===== src/hdl/tepq_pkg.sv =====
// shared types and constants for the timer expiry priority queue
// no dependencies; imported by every module of the block
package tepq_pkg;

    localparam int DEPTH_DEF     = 64;
    localparam int TIME_BITS_DEF = 32;
    localparam int ID_BITS_DEF   = 16;

    localparam logic [1:0] OP_ADD    = 2'd0;
    localparam logic [1:0] OP_UPDATE = 2'd1;
    localparam logic [1:0] OP_CLEAR  = 2'd2;

    localparam logic [1:0] STATUS_ACK     = 2'd0;
    localparam logic [1:0] STATUS_EXPIRED = 2'd1;
    localparam logic [1:0] STATUS_FULL    = 2'd2;

    typedef struct packed {
        logic [1:0]  op;
        logic [31:0] trigger_time;
        logic [15:0] timer_tag;
        logic [31:0] now_time;
    } t_cmd;

    typedef struct packed {
        logic [1:0]  status;
        logic [15:0] expired_id;
        logic [31:0] expired_time;
        logic        last;
    } t_result;

    // what every cell of the chain does in a cycle
    typedef enum logic [1:0] {
        CELL_HOLD,
        CELL_INSERT,
        CELL_SHIFT,
        CELL_CLEAR
    } t_cell_op;

    typedef enum logic {
        S_IDLE,
        S_POP
    } t_state;

endpackage


===== src/hdl/tepq_cell.sv =====
// one slot of the sorted timer chain: valid bit, trigger time and id
// depends on tepq_pkg for the cell operation type
module tepq_cell
    import tepq_pkg::*;
#(
    parameter int TIME_BITS = TIME_BITS_DEF,
    parameter int ID_BITS   = ID_BITS_DEF
) (
    input  logic                 i_clk,
    input  logic                 i_rst_n,
    input  t_cell_op             i_op,
    input  logic [TIME_BITS-1:0] i_new_time,
    input  logic [ID_BITS-1:0]   i_new_id,
    // left neighbor (earlier slot)
    input  logic                 i_left_valid,
    input  logic                 i_left_gt,
    input  logic [TIME_BITS-1:0] i_left_time,
    input  logic [ID_BITS-1:0]   i_left_id,
    // right neighbor (later slot)
    input  logic                 i_right_valid,
    input  logic [TIME_BITS-1:0] i_right_time,
    input  logic [ID_BITS-1:0]   i_right_id,
    output logic                 o_valid,
    output logic                 o_gt,
    output logic [TIME_BITS-1:0] o_time,
    output logic [ID_BITS-1:0]   o_id
);

    logic                 r_valid, n_valid;
    logic [TIME_BITS-1:0] r_time, n_time;
    logic [ID_BITS-1:0]   r_id, n_id;
    logic                 gt;

    // strictly later than the new timer, so equal times keep insertion order
    assign gt = r_valid && (r_time > i_new_time);

    always_comb begin
        n_valid = r_valid;
        n_time  = r_time;
        n_id    = r_id;
        case (i_op)
            CELL_INSERT: begin
                if (i_left_gt) begin
                    n_valid = 1'b1;
                    n_time  = i_left_time;
                    n_id    = i_left_id;
                end else if (gt || (!r_valid && i_left_valid)) begin
                    n_valid = 1'b1;
                    n_time  = i_new_time;
                    n_id    = i_new_id;
                end
            end
            CELL_SHIFT: begin
                n_valid = i_right_valid;
                n_time  = i_right_time;
                n_id    = i_right_id;
            end
            CELL_CLEAR: begin
                n_valid = 1'b0;
            end
            default: begin
                n_valid = r_valid;
            end
        endcase
    end

    always_ff @(posedge i_clk) begin
        if (!i_rst_n) begin
            r_valid <= 1'b0;
        end else begin
            r_valid <= n_valid;
        end
    end

    always_ff @(posedge i_clk) begin
        r_time <= n_time;
        r_id   <= n_id;
    end

    assign o_valid = r_valid;
    assign o_gt    = gt;
    assign o_time  = r_time;
    assign o_id    = r_id;

endmodule


===== config.mk =====
export PLATFORM = sky130hd
export DESIGN_NAME = tepq_cell
export DESIGN_NICKNAME = d
export VERILOG_FILES = /design/src/hdl/tepq_pkg.sv /design/src/hdl/tepq_cell.sv
export SDC_FILE = /design/constraint.sdc
export NUM_CORES = 1
export LEC_CHECK = 0
export ABC_AREA = 1
export BUFFER_PORTS_ARGS = -buffer_cell sky130_fd_sc_hd__buf_2
export CORE_MARGIN = 2
export CORE_UTILIZATION = 44
export CTS_BUF_LIST = sky130_fd_sc_hd__clkbuf_16
export DETAILED_ROUTE_END_ITERATION = 8
export HOLD_SLACK_MARGIN = 0.05
export PLACE_DENSITY = 0.81
export SYNTH_ARGS = -nofsm -noshare
export SYNTH_HDL_FRONTEND = slang
export SYNTH_SLANG_ARGS = --single-unit
export TNS_END_PERCENT = 20

===== constraint.sdc =====
create_clock -name i_clk -period 4.3 [get_ports i_clk]
set_input_delay 0.86 -clock i_clk [delete_from_list [all_inputs] [get_ports i_clk]]
set_output_delay 0.86 -clock i_clk [all_outputs]
set_load 0.005 [all_outputs]

# Word level (Yosys, flattened, before mapping)
# Cells that the tools add are included.
[word_totals]
output_inout_bits = 50
reg_bits = 49
word_cells = 25
input_bits = 151
[classes]
reduce_logical = 8
magnitude_cmp = 1
n_mux = 9
n_eq_ne = 4
[ops]
columns = ["op", "count"]
rows = [
  ["32-bit two-way mux", 2],
  ["32-bit one-hot mux with 2 select lines", 1],
  ["32-bit > comparator", 1],
  ["16-bit two-way mux", 2],
  ["16-bit one-hot mux with 2 select lines", 1],
  ["2-bit == test (second input constant)", 2],
  ["2-bit AND reduction", 2],
  ["3-bit != test (second input constant)", 1],
  ["1-bit one-hot mux with 3 select lines", 1],
  ["3-bit nonzero test", 1],
  ["2-bit by 1-bit == test with 1-bit output (second input constant)", 1],
  ["1-bit logical AND", 2],
  ["1-bit two-way mux", 2],
  ["2-bit nonzero test", 1],
  ["1-bit zero test", 1],
  ["1-bit logical OR", 1],
]

# Longest topological paths before layout
[logic_depth]
depth_word = 6
depth_mapped = 17
ltp_nobuf = 17

# Worst setup path before layout
# OpenSTA, ideal clock, no wires.
[synth_timing]
path_kind = "in2reg"
startpoint = "in i_new_time[23]"
endpoint = "reg r_id[0] (netlist: o_id[0]) (enable)"
stages = 12
setup_ps = 407
required_time_ps = 3893
arrival_ps = 2850
path_buffers = 0
path_slack_ps = 1043
cell_sequence = "inv_1 ha_1 nand2_2 nor2_4 nand4_2 nor2_2 nand2_1 nand2_1 nand2_1 nand2_1 nand2_2 nand2_1"
[synth_between]
elab_chain_cells = 5
[synth_lines]
columns = ["item", "line", "text"]
rows = [
  ["start: declaration", "tepq_cell.sv:12", "input logic [TIME_BITS-1:0] i_new_time,"],
  ["32-bit > comparator", "tepq_cell.sv:35", "assign gt = r_valid && (r_time > i_new_time);"],
  ["1-bit logical AND", "tepq_cell.sv:35", ""],
  ["1-bit logical OR", "tepq_cell.sv:47", "end else if (gt || (!r_valid && i_left_valid)) begin"],
  ["3-bit != test (no source line)", "--", ""],
  ["2-bit AND reduction (no source line)", "--", ""],
  ["end signal: assignment", "tepq_cell.sv:77", "r_id <= n_id;"],
  ["end: declaration", "tepq_cell.sv:31", "logic [ID_BITS-1:0] r_id, n_id;"],
]
# Every way passes these cells.
# A chain may end at the register's enable or synchronous reset.

# Worst setup path after layout
[layout_timing]
startpoint = "in i_new_time[21]"
endpoint = "out o_gt"
[layout_between]
elab_chain_cells = 2
[layout_lines]
columns = ["item", "line", "text"]
rows = [
  ["32-bit > comparator", "tepq_cell.sv:35", ""],
  ["1-bit logical AND", "tepq_cell.sv:35", ""],
  ["end: declaration", "tepq_cell.sv:24", "output logic o_gt,"],
]
# Every way passes these cells.

==> qor.csv <==
stage,metric,value,unit
logic_synthesis,synth_top_area_share,42.46,%
power,leakagePower,2.331,nW
logic_synthesis,netlist_top_cells_area,"edfxtp_1, ha_1, nand2_1, o21a_1, o211ai_1",
floorplanning,die_area,8434,sq um
clocking,worstSkewPairLatency,0.28,ns
final_layout,drive_above_1_share,39.41,%
clocking,cts_buffer_depth,2,
global_route,grt_pass1_wl,14660,um
worst_hold_path,whs_endpoint,o_valid,
place,placed_cells,675,
place,place_area,4467,sq um
clocking,cts_root_buf,clkbuf_16,
logic_synthesis,ys_warn_count,0,
timing,rsz0062_at_grt,false,
final_layout,area_growth_syn_to_layout,37.19,%
timing,skew,0.008222,ns
clocking,postCtsSetupRepairBufs,0,
global_route,grt_max_degree,98,
floorplanning,die_w,91.84,um
global_route,grt_antenna_before_repair,0,
clocking,h-tree-depth,2,
logic_synthesis,synth_area,3395,sq um
logic_synthesis,synth_ff_type,edfxtp_1,
worst_hold_path,holdPathStages,4,
timing,setup_viol,0,
route,drc,0,
global_route,grt_pass1_vias,3339,
floorplanning,start_util,44.62,%
logic_synthesis,synth_top_area_cell,edfxtp_1,
setup_path,endpoint_kind,primary output,
route,drt_wl_total,9314,um
timing,hold_viol_final,0,
logic_synthesis,post_synth_num_cell_types,26,
setup_path,critical_path_peak_fanout,2,
clocking,post_cts_resized,0,
global_route,grt_usage,21.39,%
setup_path,r2r-start,o_time[1],
route,antenna_left,0,
power,power,1.438,mW
timing,min_period,3.008,ns
setup_path,ff2ff_setup_slack,1.96,ns
timing,max-slew-margin-rel,38.16,%
setup_path,required,3.44,ns
power,p_per_area,308.7,nW/um^2
logic_synthesis,synth-seq-area-share,43.05,%
clocking,clk_pin_slew,0.07,ns
global_route,grt.overflow.total,0,
logic_synthesis,synth_edf_count,48,
logic_synthesis,synth_fp_nets,573,
place,io_buffers,200,
floorplanning,core-area,7607,sq um
setup_path,arrival,2.15,ns
timing,period_share,69.96,%
route,first_pass_iters,4,
clocking,cts_tree,built,
logic_synthesis,synth_area_per_cell,8.704,sq um
place,hpwl,7441,um
logic_synthesis,synth_common_cells,"nand2_1, edfxtp_1, inv_1, ha_1, o21a_1",
power,peakVddDrop,211.1,uV
route,via_per_inst,4.987,
route,vias,3406,
place,gp_congestion,0.7551,
final_layout,antenna_cells,0,
logic_synthesis,ys_seq_elements,49,
setup_path,reg2reg_depth,16,
final_layout,stdcell_count,683,
route,wl_per_cell,13.64,um
timing,max_freq,332.4,MHz
setup_path,r2r-end,o_time[16],
route,dr.first_iter.drc_count,67,
logic_synthesis,netlist_instances,390,
clocking,clock_sinks,49,
worst_hold_path,hp-start,o_valid,
logic_synthesis,post-synth-top-count-cell,nand2_1,
clocking,holdBufCountCts,0,
status,outcome,"complete, no violations",
logic_synthesis,async_flop_share,0,%
run,cap_viol_max_count,0,
final_layout,nets,763,
floorplanning,fp-row-count,32,
worst_hold_path,hp-class,register to register,
timing,setup_tns,0,ns
floorplanning,die_h,91.84,um
final_layout,final_area,4657,sq um
floorplanning,io_pins,201,
timing,drv_slew,0,
timing,worst_pin_slew,0.9268,ns
setup_path,critPathLaunchType,input pin,
setup_path,crit_type,input pin to primary output,
clocking,numCtsBuffers,5,
power breakdown:
group / internal, mW / total [mW] / switching (mW)
clock: 0.332 / 0.504 / 0.171
sequential: 0.580 / 0.598 / 0.0185
combinational: 0.159 / 0.336 / 0.177
total: 1.07 / 1.44 / 0.367
cells in the final DEF (no fill, tap or decap):
master / Yosys / routed
buf_4: 1 / 3
buf_2: 8 / 200
nand4_1: 1 / 1
nor2_1: 26 / 26
a21oi_1: 14 / 14
bufinv_16: 0 / 2
clkinv_2: 0 / 1
nand4_2: 1 / 1
ha_1: 32 / 32
nand2_1: 103 / 101
nand2_2: 5 / 6
inv_1: 42 / 42
a31oi_1: 18 / 18
nand3_1: 3 / 3
o21ai_0: 2 / 2
o21a_1: 31 / 31
a21oi_2: 2 / 2
o21ai_1: 1 / 1
clkinv_1: 1 / 1
inv_2: 3 / 3
nor2_4: 2 / 2
edfxtp_1: 48 / 48
o211ai_1: 30 / 30
clkbuf_16: 0 / 5
nand2_4: 0 / 1
nor2_2: 3 / 3
a21o_1: 1 / 1
dfxtp_1: 1 / 1
area by class of cell:
cell class | count | area [sq um]
Tap cell | 102 | 127.6
Clock inverter | 3 | 65.06
Fill cell | 693 | 2950
Clock buffer | 5 | 125.1
Inverter | 46 | 172.7
Multi-Input combinational cell | 275 | 1682
Sequential cell | 49 | 1461
Timing Repair Buffer | 203 | 1023
through the flow:
stage / hold slack (ns) / utilization [%] / worst slack [ns]
2_1_floorplan: 0.6017 / - / 1.043
3_3_place_gp: 0.6232 / 58.72 / 1.274
3_5_place_dp: 0.6239 / 58.72 / 1.270
4_1_cts: 0.6369 / 61.22 / 1.268
5_1_grt: 0.6653 / 61.22 / 1.156
6_report: 0.6309 / 61.22 / 1.292
worst max path at each step:
| stage | startpoint | endpoint | slack, ns |
|---|---|---|---|
| final | i_new_time[21] | o_gt | 1.29 |
| after global routing | i_new_time[21] | o_gt | 1.16 |
| after CTS | i_new_time[17] | o_gt | 1.27 |
| after detailed placement | i_new_time[19] | o_gt | 1.27 |
| after global placement | i_new_time[17] | o_gt | 1.27 |
| after floorplan | i_new_time[23] | o_id[0] | 1.04 |
worst max-delay path: stages:
cell	delay, ns
buf_2	0.07
inv_1	0.04
ha_1	0.32
a21oi_1	0.14
nor2_1	0.06
nor2_1	0.08
nand3_1	0.11
a21oi_2	0.16
nand2_1	0.06
nand2_1	0.08
inv_1	0.05
buf_2	0.12
routing by layer:
metal	part of all wire [%]	wire [um]	GRT usage [%]	up-vias
met5	0	0	0	-
met2	52	4819	40.93	129
met4	1.2	109	5.846	0
met1	40	3713	23.82	1542
met3	7.2	671	4.437	8
li1	-	-	-	1727
flip-flops by register name, summed over array words and instances, names as in the netlist:
register	flops
o_id	16
o_valid	1
o_time	32
logic make-up (layout without fill, tap and decap cells):
| kind of cell | after synthesis | count (layout) | synth area share [%] |
|---|---|---|---|
| DFF | 49 | 49 | 43.05 |
| adders and majority gates | 32 | 32 | 11.79 |
| buffers and inverters | 66 | 257 | 7.704 |
| AOI/OAI and AO/OA | 99 | 99 | 20.05 |
| and+or+nand+nor | 144 | 144 | 17.40 |
Power figures use the tool's default switching activity.
